--- config.mk ---
export PLATFORM = sky130hd
export DESIGN_NAME = index_linked_queue_top
export DESIGN_NICKNAME = d
export VERILOG_FILES = /design/src/hw/rtl/ilq_pkg.sv /design/src/hw/rtl/ilq_ram.sv /design/src/hw/rtl/ilq_ctrl.sv /design/src/hw/rtl/ilq_dp.sv /design/src/hw/rtl/index_linked_queue_top.sv
export SDC_FILE = /design/constraint.sdc
export NUM_CORES = 1
export LEC_CHECK = 0
export BUFFER_PORTS_ARGS = -buffer_cell sky130_fd_sc_hd__clkbuf_2
export CAP_MARGIN = 20
export CORE_UTILIZATION = 55
export DETAILED_ROUTE_END_ITERATION = 10
export PLACE_DENSITY_LB_ADDON = 0.1
export SYNTH_ARGS = -nofsm -noshare
export SYNTH_HDL_FRONTEND = slang
export SYNTH_SLANG_ARGS = --single-unit
--- constraint.sdc ---
create_clock -name clk -period 16.4 [get_ports clk]
set_clock_uncertainty 0.2 [all_clocks]
set_input_delay 3.28 -clock clk [delete_from_list [all_inputs] [get_ports clk]]
set_output_delay 3.28 -clock clk [all_outputs]
set_load 0.005 [all_outputs]
--- src/hw/rtl/ilq_pkg.sv ---
// shared types and constants for the index linked queue
package ilq_pkg;

  localparam int SLOTS   = 64;
  localparam int IDX_W   = $clog2(SLOTS);
  localparam int CNT_W   = $clog2(SLOTS + 1);
  localparam int FIELD_W = 6;
  localparam int VAL_W   = 8;
  localparam int POS_W   = 6;
  localparam int CFG_W   = 7;

  typedef enum logic [2:0] {
    KIND_CLEAR      = 3'd0,
    KIND_PUSH_FRONT = 3'd1,
    KIND_PUSH_BACK  = 3'd2,
    KIND_POP        = 3'd3,
    KIND_COUNT      = 3'd4,
    KIND_MAX        = 3'd5,
    KIND_LIST       = 3'd6
  } kind_t;

  typedef enum logic [2:0] {
    STAT_OK        = 3'd0,
    STAT_BAD_INDEX = 3'd1,
    STAT_EMPTY     = 3'd2,
    STAT_SELF_LINK = 3'd3,
    STAT_BOUND     = 3'd4
  } status_t;

  typedef enum logic [1:0] {
    S_IDLE,
    S_EXEC,
    S_WALK,
    S_FLUSH
  } state_t;

  typedef struct packed {
    logic accept;
    logic exec;
    logic step;
    logic flush;
  } ilq_cmd_t;

  typedef struct packed {
    logic walk_start;
    logic step_end;
    logic step_flush;
    logic out_free;
  } ilq_stat_t;

endpackage

--- src/hw/rtl/ilq_ram.sv ---
// generic single-port-write ram with registered read
module ilq_ram #(
  parameter int WIDTH  = 8,
  parameter int DEPTH  = 64,
  parameter int ADDR_W = $clog2(DEPTH)
) (
  input  logic              clk,
  input  logic              we,
  input  logic [ADDR_W-1:0] waddr,
  input  logic [WIDTH-1:0]  wdata,
  input  logic              re,
  input  logic [ADDR_W-1:0] raddr,
  output logic [WIDTH-1:0]  rdata
);

  logic [WIDTH-1:0] mem [DEPTH];

  always_ff @(posedge clk) begin
    if (we) begin
      mem[waddr] <= wdata;
    end
    if (re) begin
      rdata <= mem[raddr];
    end
  end

endmodule

--- src/hw/rtl/ilq_ctrl.sv ---
// control state machine for the index linked queue
module ilq_ctrl (
  input  logic               clk,
  input  logic               rst,
  input  logic               s_tvalid,
  output logic               s_tready,
  input  ilq_pkg::ilq_stat_t stat,
  output ilq_pkg::ilq_cmd_t  cmd
);
  import ilq_pkg::*;

  state_t state;
  state_t state_next;

  always_ff @(posedge clk) begin
    if (rst) begin
      state <= S_IDLE;
    end else begin
      state <= state_next;
    end
  end

  always_comb begin
    state_next = state;
    unique case (state)
      S_IDLE: begin
        if (s_tvalid) begin
          state_next = stat.walk_start ? S_WALK : S_EXEC;
        end
      end
      S_EXEC: begin
        if (stat.out_free) begin
          state_next = S_IDLE;
        end
      end
      S_WALK: begin
        if (stat.out_free) begin
          if (stat.step_end) begin
            state_next = S_IDLE;
          end else if (stat.step_flush) begin
            state_next = S_FLUSH;
          end
        end
      end
      S_FLUSH: begin
        if (stat.out_free) begin
          state_next = S_IDLE;
        end
      end
      default: state_next = S_IDLE;
    endcase
  end

  always_comb begin
    s_tready   = 1'b0;
    cmd        = '0;
    unique case (state)
      S_IDLE: begin
        s_tready   = 1'b1;
        cmd.accept = s_tvalid;
      end
      S_EXEC:  cmd.exec  = stat.out_free;
      S_WALK:  cmd.step  = stat.out_free;
      S_FLUSH: cmd.flush = stat.out_free;
      default: cmd = '0;
    endcase
  end

  // only one datapath action per cycle
  a_one_cmd: assert property (@(posedge clk) disable iff (rst)
    $onehot0({cmd.accept, cmd.exec, cmd.step, cmd.flush}))
    else $error("more than one datapath command");

  a_accept_leaves_idle: assert property (@(posedge clk) disable iff (rst)
    cmd.accept |=> state != S_IDLE)
    else $error("accepted beat left controller idle");

  a_walk_holds: assert property (@(posedge clk) disable iff (rst)
    (state == S_WALK && !stat.out_free) |=> state == S_WALK)
    else $error("walk moved on while result stalled");

endmodule

--- src/hw/rtl/ilq_dp.sv ---
// link store, head and tail, walk registers and result register
module ilq_dp (
  input  logic                      clk,
  input  logic                      rst,
  input  logic [7:0]                s_tdata,
  input  logic [2:0]                s_tuser,
  input  logic [ilq_pkg::CFG_W-1:0] slots_in_use,
  input  ilq_pkg::ilq_cmd_t         cmd,
  output ilq_pkg::ilq_stat_t        stat,
  output logic                      m_tvalid,
  input  logic                      m_tready,
  output logic [23:0]               m_tdata,
  output logic                      m_tlast
);
  import ilq_pkg::*;

  // latched item
  kind_t              op;
  logic [FIELD_W-1:0] idx_f;
  logic [IDX_W-1:0]   idx;

  logic             head_vld, tail_vld;
  logic [IDX_W-1:0] head, tail;
  logic             head_vld_next, tail_vld_next;
  logic [IDX_W-1:0] head_next, tail_next;

  // one valid bit per link entry, an invalid entry reads as end of chain
  logic [SLOTS-1:0] lvalid;
  logic             lv_clr_all;
  logic             lv_set_en, lv_clr_en;
  logic [IDX_W-1:0] lv_set_addr, lv_clr_addr;

  logic             ram_we;
  logic [IDX_W-1:0] ram_waddr, ram_wdata;
  logic             rd_en;
  logic [IDX_W-1:0] rd_addr;
  logic [IDX_W-1:0] rdata;
  logic             rd_vld;

  // walk registers
  logic [IDX_W-1:0] cur, mx, pend, pend_pos;
  logic [CNT_W-1:0] n;
  logic             pend_vld;
  status_t          fin_status;

  logic [CNT_W-1:0] n1;
  logic [IDX_W-1:0] mx1;
  logic             self_link, walk_end;
  status_t          end_status;
  logic             reject;

  logic             out_load, out_free;
  status_t          out_status;
  logic [VAL_W-1:0] out_value;
  logic [POS_W-1:0] out_pos;
  logic             out_last, out_empty;

  logic [2:0]         r_status;
  logic [VAL_W-1:0]   r_value;
  logic [POS_W-1:0]   r_pos;
  logic               r_empty;

  assign idx = idx_f[IDX_W-1:0];

  ilq_ram #(
    .WIDTH (IDX_W),
    .DEPTH (SLOTS)
  ) u_link_ram (
    .clk   (clk),
    .we    (ram_we),
    .waddr (ram_waddr),
    .wdata (ram_wdata),
    .re    (rd_en),
    .raddr (rd_addr),
    .rdata (rdata)
  );

  assign reject = ({1'b0, idx_f} >= slots_in_use) || (int'(idx_f) >= SLOTS);

  assign self_link  = rd_vld && (rdata == cur);
  assign n1         = n + 1'b1;
  assign mx1        = (cur > mx) ? cur : mx;
  assign walk_end   = !rd_vld || (n1 == CNT_W'(SLOTS));
  assign end_status = rd_vld ? STAT_BOUND : STAT_OK;

  assign out_free = !m_tvalid || m_tready;

  assign rd_en   = cmd.accept || (cmd.step && !self_link && !walk_end);
  assign rd_addr = cmd.accept ? head : rdata;

  always_comb begin
    stat.walk_start = ((s_tuser == KIND_COUNT) || (s_tuser == KIND_MAX) ||
                       (s_tuser == KIND_LIST)) && head_vld;
    stat.step_end   = self_link || (op != KIND_LIST && walk_end);
    stat.step_flush = !self_link && op == KIND_LIST && walk_end;
    stat.out_free   = out_free;
  end

  // single-result operations, walk steps and the final flush
  always_comb begin
    head_vld_next = head_vld;
    head_next     = head;
    tail_vld_next = tail_vld;
    tail_next     = tail;
    lv_clr_all    = 1'b0;
    lv_set_en     = 1'b0;
    lv_set_addr   = idx;
    lv_clr_en     = 1'b0;
    lv_clr_addr   = idx;
    ram_we        = 1'b0;
    ram_waddr     = idx;
    ram_wdata     = head;
    out_load      = 1'b0;
    out_status    = STAT_OK;
    out_value     = '0;
    out_pos       = '0;
    out_last      = 1'b1;
    out_empty     = !head_vld;

    if (cmd.exec) begin
      out_load = 1'b1;
      case (op)
        KIND_CLEAR: begin
          lv_clr_all    = 1'b1;
          head_vld_next = 1'b0;
          tail_vld_next = 1'b0;
          out_empty     = 1'b1;
        end
        KIND_PUSH_FRONT: begin
          if (reject) begin
            out_status = STAT_BAD_INDEX;
          end else begin
            if (!tail_vld) begin
              tail_vld_next = 1'b1;
              tail_next     = idx;
            end
            if (head_vld) begin
              ram_we    = 1'b1;
              lv_set_en = 1'b1;
            end else begin
              lv_clr_en = 1'b1;
            end
            head_vld_next = 1'b1;
            head_next     = idx;
            out_value     = VAL_W'(idx);
            out_empty     = 1'b0;
          end
        end
        KIND_PUSH_BACK: begin
          if (reject) begin
            out_status = STAT_BAD_INDEX;
          end else begin
            if (!head_vld) begin
              head_vld_next = 1'b1;
              head_next     = idx;
            end else begin
              ram_we      = 1'b1;
              ram_waddr   = tail;
              ram_wdata   = idx;
              lv_set_en   = 1'b1;
              lv_set_addr = tail;
            end
            // end mark on the new tail, wins over the set when tail equals index
            lv_clr_en     = 1'b1;
            tail_vld_next = 1'b1;
            tail_next     = idx;
            out_value     = VAL_W'(idx);
            out_empty     = 1'b0;
          end
        end
        KIND_POP: begin
          if (!head_vld) begin
            out_status = STAT_EMPTY;
            out_value  = '1;
          end else begin
            out_value     = VAL_W'(head);
            head_vld_next = rd_vld;
            head_next     = rdata;
            if (!rd_vld) begin
              tail_vld_next = 1'b0;
            end
            out_empty = !rd_vld;
          end
        end
        // walk kinds reach here only with nothing queued
        KIND_COUNT: out_status = STAT_OK;
        KIND_MAX, KIND_LIST: begin
          out_status = STAT_EMPTY;
          out_value  = '1;
        end
        default: out_status = STAT_OK;
      endcase
    end else if (cmd.step) begin
      if (self_link) begin
        out_load   = 1'b1;
        out_status = STAT_SELF_LINK;
        case (op)
          KIND_COUNT: out_value = VAL_W'(0) - VAL_W'(n);
          KIND_MAX:   out_value = VAL_W'(mx);
          default: begin
            if (pend_vld) begin
              out_value = VAL_W'(pend);
              out_pos   = POS_W'(pend_pos);
            end else begin
              out_value = '1;
            end
          end
        endcase
      end else if (op == KIND_LIST) begin
        out_load  = pend_vld;
        out_value = VAL_W'(pend);
        out_pos   = POS_W'(pend_pos);
        out_last  = 1'b0;
      end else if (walk_end) begin
        out_load   = 1'b1;
        out_status = end_status;
        out_value  = (op == KIND_COUNT) ? VAL_W'(n1) : VAL_W'(mx1);
      end
    end else if (cmd.flush) begin
      out_load   = 1'b1;
      out_status = fin_status;
      out_value  = VAL_W'(pend);
      out_pos    = POS_W'(pend_pos);
    end
  end

  always_ff @(posedge clk) begin
    if (rst) begin
      head_vld <= 1'b0;
      tail_vld <= 1'b0;
      lvalid   <= '0;
      pend_vld <= 1'b0;
      n        <= '0;
    end else begin
      head_vld <= head_vld_next;
      tail_vld <= tail_vld_next;
      if (lv_clr_all) begin
        lvalid <= '0;
      end else begin
        if (lv_set_en) begin
          lvalid[lv_set_addr] <= 1'b1;
        end
        if (lv_clr_en) begin
          lvalid[lv_clr_addr] <= 1'b0;
        end
      end
      if (cmd.accept) begin
        pend_vld <= 1'b0;
        n        <= '0;
      end else if (cmd.step && !self_link) begin
        n <= n1;
        if (op == KIND_LIST) begin
          pend_vld <= 1'b1;
        end
      end
    end
  end

  always_ff @(posedge clk) begin
    head <= head_next;
    tail <= tail_next;
    if (rd_en) begin
      rd_vld <= lvalid[rd_addr];
    end
    if (cmd.accept) begin
      op    <= kind_t'(s_tuser);
      idx_f <= s_tdata[FIELD_W-1:0];
      cur   <= head;
      mx    <= head;
    end else if (cmd.step && !self_link) begin
      cur      <= rdata;
      mx       <= mx1;
      pend     <= cur;
      pend_pos <= n[IDX_W-1:0];
      if (walk_end) begin
        fin_status <= end_status;
      end
    end
  end

  // result register
  always_ff @(posedge clk) begin
    if (rst) begin
      m_tvalid <= 1'b0;
    end else if (out_load) begin
      m_tvalid <= 1'b1;
    end else if (m_tready) begin
      m_tvalid <= 1'b0;
    end
  end

  always_ff @(posedge clk) begin
    if (out_load) begin
      r_status <= out_status;
      r_value  <= out_value;
      r_pos    <= out_pos;
      r_empty  <= out_empty;
      m_tlast  <= out_last;
    end
  end

  assign m_tdata = {6'b0, r_empty, r_pos, r_value, r_status};

  a_head_tail_agree: assert property (@(posedge clk) disable iff (rst)
    head_vld == tail_vld)
    else $error("head and tail disagree on empty queue");

  a_walk_bounded: assert property (@(posedge clk) disable iff (rst)
    n <= CNT_W'(SLOTS))
    else $error("walk tally beyond capacity");

  a_no_overwrite: assert property (@(posedge clk) disable iff (rst)
    out_load |-> (!m_tvalid || m_tready))
    else $error("result register overwritten before taken");

endmodule

--- src/hw/rtl/index_linked_queue_top.sv ---
// index linked queue: config register, controller and datapath
// clear, push, pop and unknown kinds pass through the exec state and give one result each
// count, max and list walk the chain, one link read per cycle while the result register is free
// an item is accepted only when the previous one has finished; result stalls hold the walk
// single-result items: the link ram read of the head is issued on accept, the result loaded in exec
// reset clears the head and tail valid bits and every link valid bit at once; slots_in_use returns to 64
module index_linked_queue_top (
  input  logic        clk,
  input  logic        rst,
  input  logic        s_tvalid,
  output logic        s_tready,
  input  logic [7:0]  s_tdata,   // index[5:0]
  input  logic [2:0]  s_tuser,   // kind[2:0]
  output logic        m_tvalid,
  input  logic        m_tready,
  output logic [23:0] m_tdata,   // status[2:0], value[10:3], position[16:11], is_empty[17]
  output logic        m_tlast,
  input  logic        psel,
  input  logic        penable,
  input  logic        pwrite,
  input  logic [2:0]  paddr,
  input  logic [31:0] pwdata,
  output logic [31:0] prdata,
  output logic        pready
);
  import ilq_pkg::*;

  logic [CFG_W-1:0] slots_in_use;
  ilq_cmd_t         cmd;
  ilq_stat_t        stat;

  assign pready = 1'b1;

  always_ff @(posedge clk) begin
    if (rst) begin
      slots_in_use <= CFG_W'(SLOTS);
    end else if (psel && penable && pwrite && pready && !paddr[2]) begin
      slots_in_use <= pwdata[CFG_W-1:0];
    end
  end

  assign prdata = paddr[2] ? 32'b0 : {{(32 - CFG_W){1'b0}}, slots_in_use};

  ilq_ctrl u_ctrl (
    .clk      (clk),
    .rst      (rst),
    .s_tvalid (s_tvalid),
    .s_tready (s_tready),
    .stat     (stat),
    .cmd      (cmd)
  );

  ilq_dp u_dp (
    .clk          (clk),
    .rst          (rst),
    .s_tdata      (s_tdata),
    .s_tuser      (s_tuser),
    .slots_in_use (slots_in_use),
    .cmd          (cmd),
    .stat         (stat),
    .m_tvalid     (m_tvalid),
    .m_tready     (m_tready),
    .m_tdata      (m_tdata),
    .m_tlast      (m_tlast)
  );

endmodule

Word level (Yosys, flattened, before mapping)
Memory sizes are Yosys's and may differ from the RTL's. A register that Yosys moved wholly into a read port is not among the register bits.
Index checks and enable logic that the tools add are counted.
- magnitude comparators: 7
- add/subtract/negate cells: 2
- divide/modulo/power cells: 0
- reductions and logical operators: 46
- bitwise gates (word level): 5
- muxes and demuxes: 105
- multipliers: 0
- shift operators: 0
- eq/ne operators: 26
- operator list (cell ; number):
    $mux 64 ; 4
    $mux 6 ; 28
    $and 64x64->64 ; 1
    $not 64->64 ; 1
    $or 64x64->64 ; 1
    $mux 8 ; 7
    $mux 1 ; 37
    $pmux 8 s3 ; 1
    $lt 6x7->1 const B ; 3
    $mux 3 ; 7
    $eq 3x3->1 const B ; 6
    $pmux 6 s3 ; 1
    $pmux 8 s2 ; 1
    $mux 2 ; 7
    $mux 7 ; 2
    $ne 2x2->1 const B ; 7
    $demux 1 s6 ; 2
    $ge 6x1->1 const B ; 2
    $logic_and 1x1->1 ; 12
    $pmux 6 s2 ; 1
    $reduce_or 2->1 ; 6
    $reduce_and 5->1 ; 2
    $pmux 1 s3 ; 3
    $pmux 3 s3 ; 1
    other kinds (27) ; 48
- latch bits: 0
- word-level logic and storage cells: 215
- RAM bits: 384
- bits in read-only memories: 0
- register bits after elaboration: 152
- memories kept: 1
- bits of input ports: 53
- memory list (name ; words ; width ; rd ports ; clocked after Yosys merged registers in ; write ports ; RTL line ; source):
    u_dp.u_link_ram.mem ; 64 ; 6 ; 1 ; 1 ; 1 ; ilq_ram.sv:16 ; logic [WIDTH-1:0] mem [DEPTH];

Longest topological paths before layout
Gate-level depths: netlist (run 1).
- word-level depth: 14
- gate-level depth with buffers: 12

Cells and area by module
From an unflattened synthesis (run 1), not the netlist that was laid out.
- cell total of the unflattened synthesis: 1821
- area total of the unflattened synthesis: 25135.4 um^2
- by module, submodules not included (module ; times used ; area an instance (um^2) ; sequential area each (um^2) ; cells an instance):
    ilq_ram ; 1 ; 15265.9 ; 11711.2 ; 729
    ilq_dp ; 1 ; 9153.8 ; 3483.3 ; 1010
    index_linked_queue_top ; 1 ; 581.8 ; 140.1 ; 66
    ilq_ctrl ; 1 ; 133.9 ; 40.0 ; 16

Worst setup path after synthesis (run 1)
Ideal clock, no wire load.
- path type: input-to-reg
- start point: in m_tready
- end point: mem u_dp.u_link_ram.mem[0][0] (netlist name), data pin
- setup time: 0.702 ns
- arrival time: 6.977 ns
- required time: 15.498 ns
- path slack: 8.521 ns
- stages: 7
- cell sequence: nor2b_1 -> buf_6 -> nor4_2 -> clkbuf_1 -> clkbuf_1 -> nand2_1 -> o21ai_0
- cells in the longest elaborated chain, start to end: 3
- RTL lines (what ; RTL line ; source):
    start: declaration ; index_linked_queue_top.sv:15 ; input logic m_tready,
    $logic_or 1x1->1 ; ilq_dp.sv:86 ; assign out_free = !m_tvalid || m_tready;
    $mux 1 ; ilq_ctrl.sv:57 ; unique case (state)
    $mux 6 ; ilq_dp.sv:120 ; if (cmd.exec) begin
    via u_dp.ram_wdata[0] ; ilq_dp.sv:34 ; logic [IDX_W-1:0] ram_waddr, ram_wdata;
    end: declaration ; ilq_ram.sv:16 ;
The timed path passes the listed nets, and every way through them passes these cells.

Worst setup path after layout (run 1)
- start point: in s_tvalid
- end point: reg u_dp.u_link_ram.rdata[5] (read register of u_dp.u_link_ram.mem), data pin
- cells in the longest elaborated chain, start to end: 2
- elaborated cells between the ends (all ways): 3
- those cells by class: mux: 2; reduce/logical: 1
- RTL lines (what ; RTL line ; source):
    start: declaration ; index_linked_queue_top.sv:10 ; input logic s_tvalid,
    $mux 1 (*) ; ilq_ctrl.sv:57 ;
    $mux 6 or $logic_or 1x1->1 (tied branches) ; ilq_dp.sv:89, ilq_dp.sv:88 ;
    end: declaration ; ilq_ram.sv:13 ; output logic [WIDTH-1:0] rdata
Mark *: on every way between the ends. The rest lies on a longest branch, timed or not.
A chain may end at the register's enable or synchronous reset.

==> results of run 1 <==
Yosys cell counts (6+ instances only):
| cell type | instances |
|---|---|
| edfxtp_1 | 456 |
| dfxtp_1 | 84 |
| buf_4 | 40 |
| a21oi_1 | 36 |
| nor4_1 | 7 |
| a221oi_1 | 96 |
| a41oi_1 | 12 |
| a21o_1 | 9 |
| nand3_1 | 50 |
| and2_1 | 12 |
| nor4_2 | 10 |
| nor3_1 | 46 |
| o21ai_0 | 45 |
| xnor2_1 | 12 |
| inv_1 | 36 |
| nor4bb_1 | 13 |
| nor2b_1 | 11 |
| and3_1 | 6 |
| o31ai_1 | 8 |
| ha_1 | 14 |
| xor2_1 | 6 |
| a32oi_1 | 112 |
| o211ai_1 | 7 |
| nor4b_1 | 10 |
| nand4b_1 | 9 |
| a221o_1 | 6 |
| nand2b_1 | 18 |
| o21a_1 | 12 |
| a211oi_1 | 52 |
| nand4_1 | 51 |
| buf_1 | 12 |
| mux2i_1 | 135 |
| nor2_1 | 106 |
| mux2_2 | 13 |
| clkbuf_1 | 74 |
| a31oi_1 | 23 |
| nand2_1 | 297 |
| buf_2 | 43 |
path summary, 6_finish.rpt:
path / to / slack, ps / cells after the start
worst max-delay path: u_dp.u_link_ram.rdata[5]$_DFFE_PP_ / 9240 / 10
worst min-delay path: u_dp.lvalid[63]$_SDFF_PP0_ / 260 / 2
worst max register to register: u_dp.u_link_ram.mem[26][1]$_DFFE_PP_ / 11160 / 11
worst min register to register: u_dp.lvalid[63]$_SDFF_PP0_ / 260 / 2
power breakdown:
part           switching [mW]  leakage [nW]  internal [mW]
Combinational           0.452          3.65          0.213
Clock                   0.534         0.849          0.712
Sequential             0.0629          4.80           1.53
Total                    1.05          9.30           2.45
critical path, stage by stage:
cell      delay [ps]
clkbuf_2         100
nor4bb_1         700
a21oi_4          100
inv_8            540
buf_4            740
buf_4            660
mux2i_1          170
a32oi_1          300
nand4_1          270
nor4_2           270
sequential cells by signal (all words and copies together), names as in the netlist, 7 cells and up:
name                 count
u_dp.u_link_ram.mem    384
u_dp.lvalid             64
u_dp.r_value             8
slots_in_use             7
u_dp.n                   7
metal layers:
| metal | GRT usage [%] | share of wire, % | vias up |
|---|---|---|---|
| met3 | 5.98 | 9.4 | 242 |
| met5 | 0 | 0 | - |
| met2 | 48.7 | 45 | 1071 |
| met1 | 44.3 | 40 | 9234 |
| met4 | 14.8 | 4.7 | 0 |
| li1 | - | - | 8188 |
layout make-up:
type	instances	area share (%)
flip-flops and latches	540	55.1
multi-input cells	1356	32.5
clock buffers	70	5.25
well taps	600	2.69
repair buffers	113	2.65
clock inverters	30	1.13
inverters	42	0.606
cells by family after synthesis:
| kind of cell | Yosys count | synth area share [%] |
|---|---|---|
| AO/OA/AOI/OAI | 467 | 14.6 |
| XOR/XNOR | 18 | 0.623 |
| adder cells (fa/ha/maj) | 14 | 0.692 |
| buffers and inverters | 216 | 4.19 |
| flip-flops | 540 | 60.7 |
| multiplexers | 149 | 6.00 |
| other | 2 | 0.0297 |
| AND/OR/NAND/NOR | 676 | 13.1 |
==> results.sh, run 1 <==
export IMPL_status="complete, no violations"
export IMPL_cts_resized=0
export IMPL_rsz0062_at_grt="no"
export IMPL_synth_warning_count=0
export IMPL_drc=0
export IMPL_hold_path_startpoint="u_dp.lvalid[63]$_SDFF_PP0_"
export IMPL_end_kind="flip-flop"
export IMPL_cts_made_buffers=55
export IMPL_synthFlopType="edfxtp_1"
export IMPL_overflow=0
export IMPL_rows=78
export IMPL_total_power_mw=3.50
export IMPL_gp_congestion=0.998
export IMPL_synth_avg_cell_area_um2=12.2
export IMPL_worstSetupStartpointType="primary input"
export IMPL_design_core_area_um2=45400
export IMPL_cts_sinks=540
export IMPL_placement_cell_area_um2=26000
export IMPL_powerDensity_nw_per_um2=126
export IMPL_p_leak_nw=9.30
export IMPL_ios=113
export IMPL_layout_common_cells="edfxtp_1, nand2_1, mux2i_1"
export IMPL_multi_input_area_um2=9070
export IMPL_hold_path_class="flip-flop to flip-flop"
export IMPL_num_antenna_cells=0
export IMPL_worstSkewPairLatency_ps=630
export IMPL_grt_use_total_pct=31.9
export IMPL_grt_pass1_wl_um=112000
export IMPL_synthArstFlopShare_pct=0
export IMPL_critPathKind="primary input to flip-flop"
export IMPL_syn_area_um2=25300
export IMPL_yosysUniqueCellTypes=84
export IMPL_syn2layout_area_growth_pct=10.1
export IMPL_worstMarginPinSlew_ps=1300
export IMPL_fin_nets=2175
export IMPL_critical_path_required_ps=16630
export IMPL_io_buffers=51
export IMPL_path_max_fanout=106
export IMPL_cp_data_arrival_time_ps=7390
export IMPL_wirelength_um=75700
export IMPL_dr_pass1_iters=6
export IMPL_finalSetupTns_ps=0
export IMPL_dp_cells=2644
export IMPL_synth_area_leaders="edfxtp_1, dfxtp_1, mux2i_1"
export IMPL_grt_max_degree=107
export IMPL_h_tree_depth=2
export IMPL_max_vdd_ir_drop_mv=0.102
export IMPL_drt_vias_per_instance=6.81
export IMPL_die_h_um=217
export IMPL_final_area_um2=27900
export IMPL_dpl_hpwl_um=49900
export IMPL_cts_reportedPaths_clkPinSlew_ps=60
export IMPL_layout_commonest_cell="edfxtp_1"
export IMPL_antenna_found_initial=0
export IMPL_grt_pass1_vias=17400
export IMPL_finalCriticalPeriod_ps=7160
export IMPL_ys_ff_latch=540
export IMPL_max_clock_path_buffers=3
export IMPL_timing_rr_start="u_dp.idx[0]$_DFFE_PP_"
export IMPL_max_freq_mhz=140
export IMPL_crit_start="s_tvalid"
export IMPL_finalHoldViolCount=0
export IMPL_num_vias=18700
export IMPL_slew_headroom_pct=13.4
export IMPL_cts_tree="done"
export IMPL_wl_per_cell_um=27.5
export IMPL_cts_root_buf="clkbuf_16"
export IMPL_yosys_area_top_type_share_pct=54.1
export IMPL_hold_buffers=0
export IMPL_dieWidth_um=217
export IMPL_finalNonFillerCells=2751
export IMPL_regArea_um2=15400
export IMPL_ys_seq_area_share_pct=60.7
export IMPL_finalSetupViolCount=0
export IMPL_synth_edf_count=456
export IMPL_post_route_util_pct=61.4
export IMPL_drv_slew=0
export IMPL_fill_cells=3578
export IMPL_fp_dieArea_um2=46900
export IMPL_whs_ps=257
export IMPL_drive_above_1_share_pct=11.9
export IMPL_postCtsSetupRepairBufs=0
export IMPL_initial_core_util_pct=55.8
export IMPL_maxCapViolations=0
export IMPL_synth_cells=2082
export IMPL_fin_crit_sh_pct=43.6
export IMPL_yosysTopAreaCell="edfxtp_1"
export IMPL_first_iter_violations=2666
export IMPL_antenna_left=0
export IMPL_pre_cts_ws_ps=8570
export IMPL_fin_ws_ps=9240
No activity file was read; power rests on OpenSTA's default activity.
==> run 2, diff against run 1 <==
- ABC_AREA: unset -> 1
- clock period: 16.4 -> 7.5 ns (I/O delays scaled with it)
==> run 2 against run 1 <==
Effect of this change:
- critical path type unchanged
- largest cell class unchanged
- area after synthesis down 2.1%
- count of clock-buffer cells in the layout rose by 15
- worst hold slack got worse by 1.9 ps
- global-route usage decreased by 4.5 points
- sequential power up 130%
- critical path depth up 3
- highest routed layer unchanged
- total power grew to 2.8 times the previous value
- non-clock buffer count is 37 lower
- routed wire length down 17%
==> results.sh, run 2 <==
export IMPL_status="complete, no violations"
export IMPL_worstSetupStartpointType="primary input"
export IMPL_design_core_area_um2=44300
export IMPL_yosysTopAreaCell="edfxtp_1"
export IMPL_synth_warning_count=0
export IMPL_dpl_hpwl_um=38800
export IMPL_comb_power_share_pct=34.3
export IMPL_max_vdd_ir_drop_mv=0.271
export IMPL_fin_crit_sh_pct=67.8
export IMPL_regArea_um2=15400
export IMPL_largest_register_ffs=384
export IMPL_fill_cells=3640
export IMPL_cts_resized=0
export IMPL_antenna_left=0
export IMPL_hold_path_class="flip-flop to flip-flop"
export IMPL_p_seq_share_pct=37.3
export IMPL_fp_dieArea_um2=45900
export IMPL_synth_cells=2595
export IMPL_cts_made_buffers=55
export IMPL_synthFlopType="edfxtp_1"
export IMPL_finalHoldViolCount=0
export IMPL_cts_sinks=540
export IMPL_drt_vias_per_instance=5.61
export IMPL_yosysUniqueCellTypes=37
export IMPL_ys_ff_latch=540
export IMPL_syn2layout_area_growth_pct=10.1
export IMPL_slew_headroom_pct=34.0
export IMPL_grt_max_degree=182
export IMPL_p_sw_mw=3.73
export IMPL_reg_largest_list="u_dp.u_link_ram.mem x384, u_dp.lvalid x64, u_dp.r_value x8"
export IMPL_worstPathCellList="clkbuf_2, nand2_1, inv_1, nand2_1, nand2_4, clkinv_2, buf_4, o211ai_1, nand3_1, nand3_1, nand3_1, nand3_1, nand2_1"
export IMPL_num_vias=18200
export IMPL_reg2reg_slack_ps=2870
export IMPL_cts_root_buf="clkbuf_16"
export IMPL_die_h_um=214
export IMPL_fin_nets=2674
export IMPL_cp_data_arrival_time_ps=5240
export IMPL_cts_tree="done"
export IMPL_synth_avg_cell_area_um2=9.56
export IMPL_finalSetupViolCount=0
export IMPL_hold_buffers=0
export IMPL_max_clock_path_buffers=3
export IMPL_critPathKind="primary input to flip-flop"
export IMPL_antenna_found_initial=0
export IMPL_dieWidth_um=214
export IMPL_cts_reportedPaths_clkPinSlew_ps=60
export IMPL_grt_pass1_wl_um=97100
export IMPL_p_clk_share_pct=28.4
export IMPL_maxCapViolations=0
export IMPL_initial_core_util_pct=56.0
export IMPL_drc=0
export IMPL_synth_area_leaders="edfxtp_1, nand2_1, nand3_1"
export IMPL_synth_most_common_cell="nand2_1"
export IMPL_internal_power_mw=6.15
export IMPL_syn_area_um2=24800
export IMPL_first_iter_violations=1874
export IMPL_finalCriticalPeriod_ps=5090
export IMPL_finalNonFillerCells=3244
export IMPL_dp_cells=3141
export IMPL_synth_top_cells_by_count="nand2_1, edfxtp_1, inv_1, nand3_1, o21ai_0"
export IMPL_critical_path_required_ps=7650
export IMPL_gp_congestion=0.915
export IMPL_rows=77
export IMPL_critical_path_top_delay_family="buffers and inverters"
export IMPL_end_kind="flip-flop"
export IMPL_regMostFlops="u_dp.u_link_ram.mem"
export IMPL_swShare_pct=37.8
export IMPL_cp_buffers_inverters=4
export IMPL_h_tree_depth=2
export IMPL_path_max_fanout=57
export IMPL_cp_slowest_cell="clkinv_2"
export IMPL_num_antenna_cells=0
export IMPL_worstSkewPairLatency_ps=600
export IMPL_synth_edf_count=456
export IMPL_layout_common_cells="nand2_1, edfxtp_1, inv_1"
export IMPL_max_freq_mhz=197
export IMPL_grt_use_total_pct=27.4
export IMPL_dr_pass1_iters=5
export IMPL_drive_above_1_share_pct=7.43
export IMPL_synthArstFlopShare_pct=0
export IMPL_rsz0062_at_grt="no"
export IMPL_multi_input_area_um2=7270
export IMPL_grt_pass1_vias=17400
export IMPL_ios=113
export IMPL_max_stage_delay_ps=760
export IMPL_finalSetupTns_ps=0
export IMPL_wirelength_um=62800
export IMPL_drv_slew=0
export IMPL_postCtsSetupRepairBufs=0
export IMPL_p_leak_nw=11.2
export IMPL_worstMarginPinSlew_ps=986
export IMPL_overflow=0
export IMPL_powerDensity_nw_per_um2=362
export IMPL_wl_per_cell_um=19.4
export IMPL_layout_commonest_cell="nand2_1"
export IMPL_io_buffers=51
export IMPL_ys_seq_area_share_pct=62.0
export IMPL_crit_path_frequent_cell="nand3_1"
export IMPL_yosys_area_top_type_share_pct=55.2
## run 2: cell types whose count changed in the layout (fill, tap and decap cells not counted), moves of 74 or more
cell and change:
mux2i_1 -135, nand2_1 +336, inv_1 +386, nand3_1 +312, o21ai_0 +74, a221oi_1 -96, a32oi_1 -112
## run 2: cell families (layout without fill, tap and decap cells)
kind of cell	count (synthesis)	in the layout	synth area share (%)
flops	540	540	62.0
buf+inv	581	608	9.61
xor+xnor	1	1	0.0353
compound gates	329	329	7.70
other cells	2	32	0.0303
fa+ha+maj	14	14	0.706
simple gates	1128	1128	19.9
## run 2: path summary, 6_finish.rpt
path | startpoint | to | depth (start not counted)
worst max register to register | u_ctrl.state[0]$_SDFFE_PP0P_ | u_dp.u_link_ram.rdata[5]$_DFFE_PP_ | 13
worst min-delay path | u_dp.lvalid[24]$_SDFF_PP0_ | u_dp.lvalid[24]$_SDFF_PP0_ | 2
worst min register to register | u_dp.lvalid[24]$_SDFF_PP0_ | u_dp.lvalid[24]$_SDFF_PP0_ | 2
worst max-delay path | s_tvalid | u_dp.u_link_ram.rdata[5]$_DFFE_PP_ | 13
## run 2: area by class of cell
cell class / instances / share of cell area, %
flip-flops and latches: 540 / 56.3
multi-input cells: 1504 / 26.6
inverters: 430 / 5.92
clock buffers: 85 / 5.90
well taps: 592 / 2.71
repair buffers: 76 / 1.69
clock inverters: 17 / 0.848
## run 2: power groups by stage
stage          clock network (mW)  logic, mW  registers, mW
2_1_floorplan                   0       2.33           3.71
3_3_place_gp                    0       3.29           3.74
3_5_place_dp                    0       3.34           3.75
4_1_cts                      2.83       3.36           3.68
5_1_grt                      2.94       3.73           3.70
6_report                     2.80       3.39           3.69
## run 2: worst min-delay path, delay by kind of cell, from the launching register on
family,cells,cell delay [ps]
buffers and inverters,1,50
AO/OA/AOI/OAI,1,50
flip-flops,1,310
## run 2: stage by stage
| stage | hold slack, ps | total power, mW | utilization [%] | area [um^2] | worst slack [ps] |
|---|---|---|---|---|---|
| floorplan | 206 | 6.03 | - | 24900 | 1700 |
| global placement | 237 | 7.03 | 57.4 | 25400 | 1950 |
| detailed placement | 242 | 7.09 | 57.4 | 25500 | 1890 |
| CTS | 250 | 9.87 | 61.6 | 27300 | 2530 |
| global route | 265 | 10.4 | 61.6 | 27300 | 2210 |
| finish | 255 | 9.88 | 61.6 | 27300 | 2410 |
## run 2: routing by layer
| metal | global-route usage, % | wire (um) | up-vias |
|---|---|---|---|
| met1 | 36.6 | 26100 | 8681 |
| met4 | 11.9 | 2330 | 0 |
| met5 | 0 | 0 | - |
| met2 | 45.2 | 29800 | 743 |
| met3 | 3.66 | 4550 | 146 |
| li1 | - | - | 8619 |
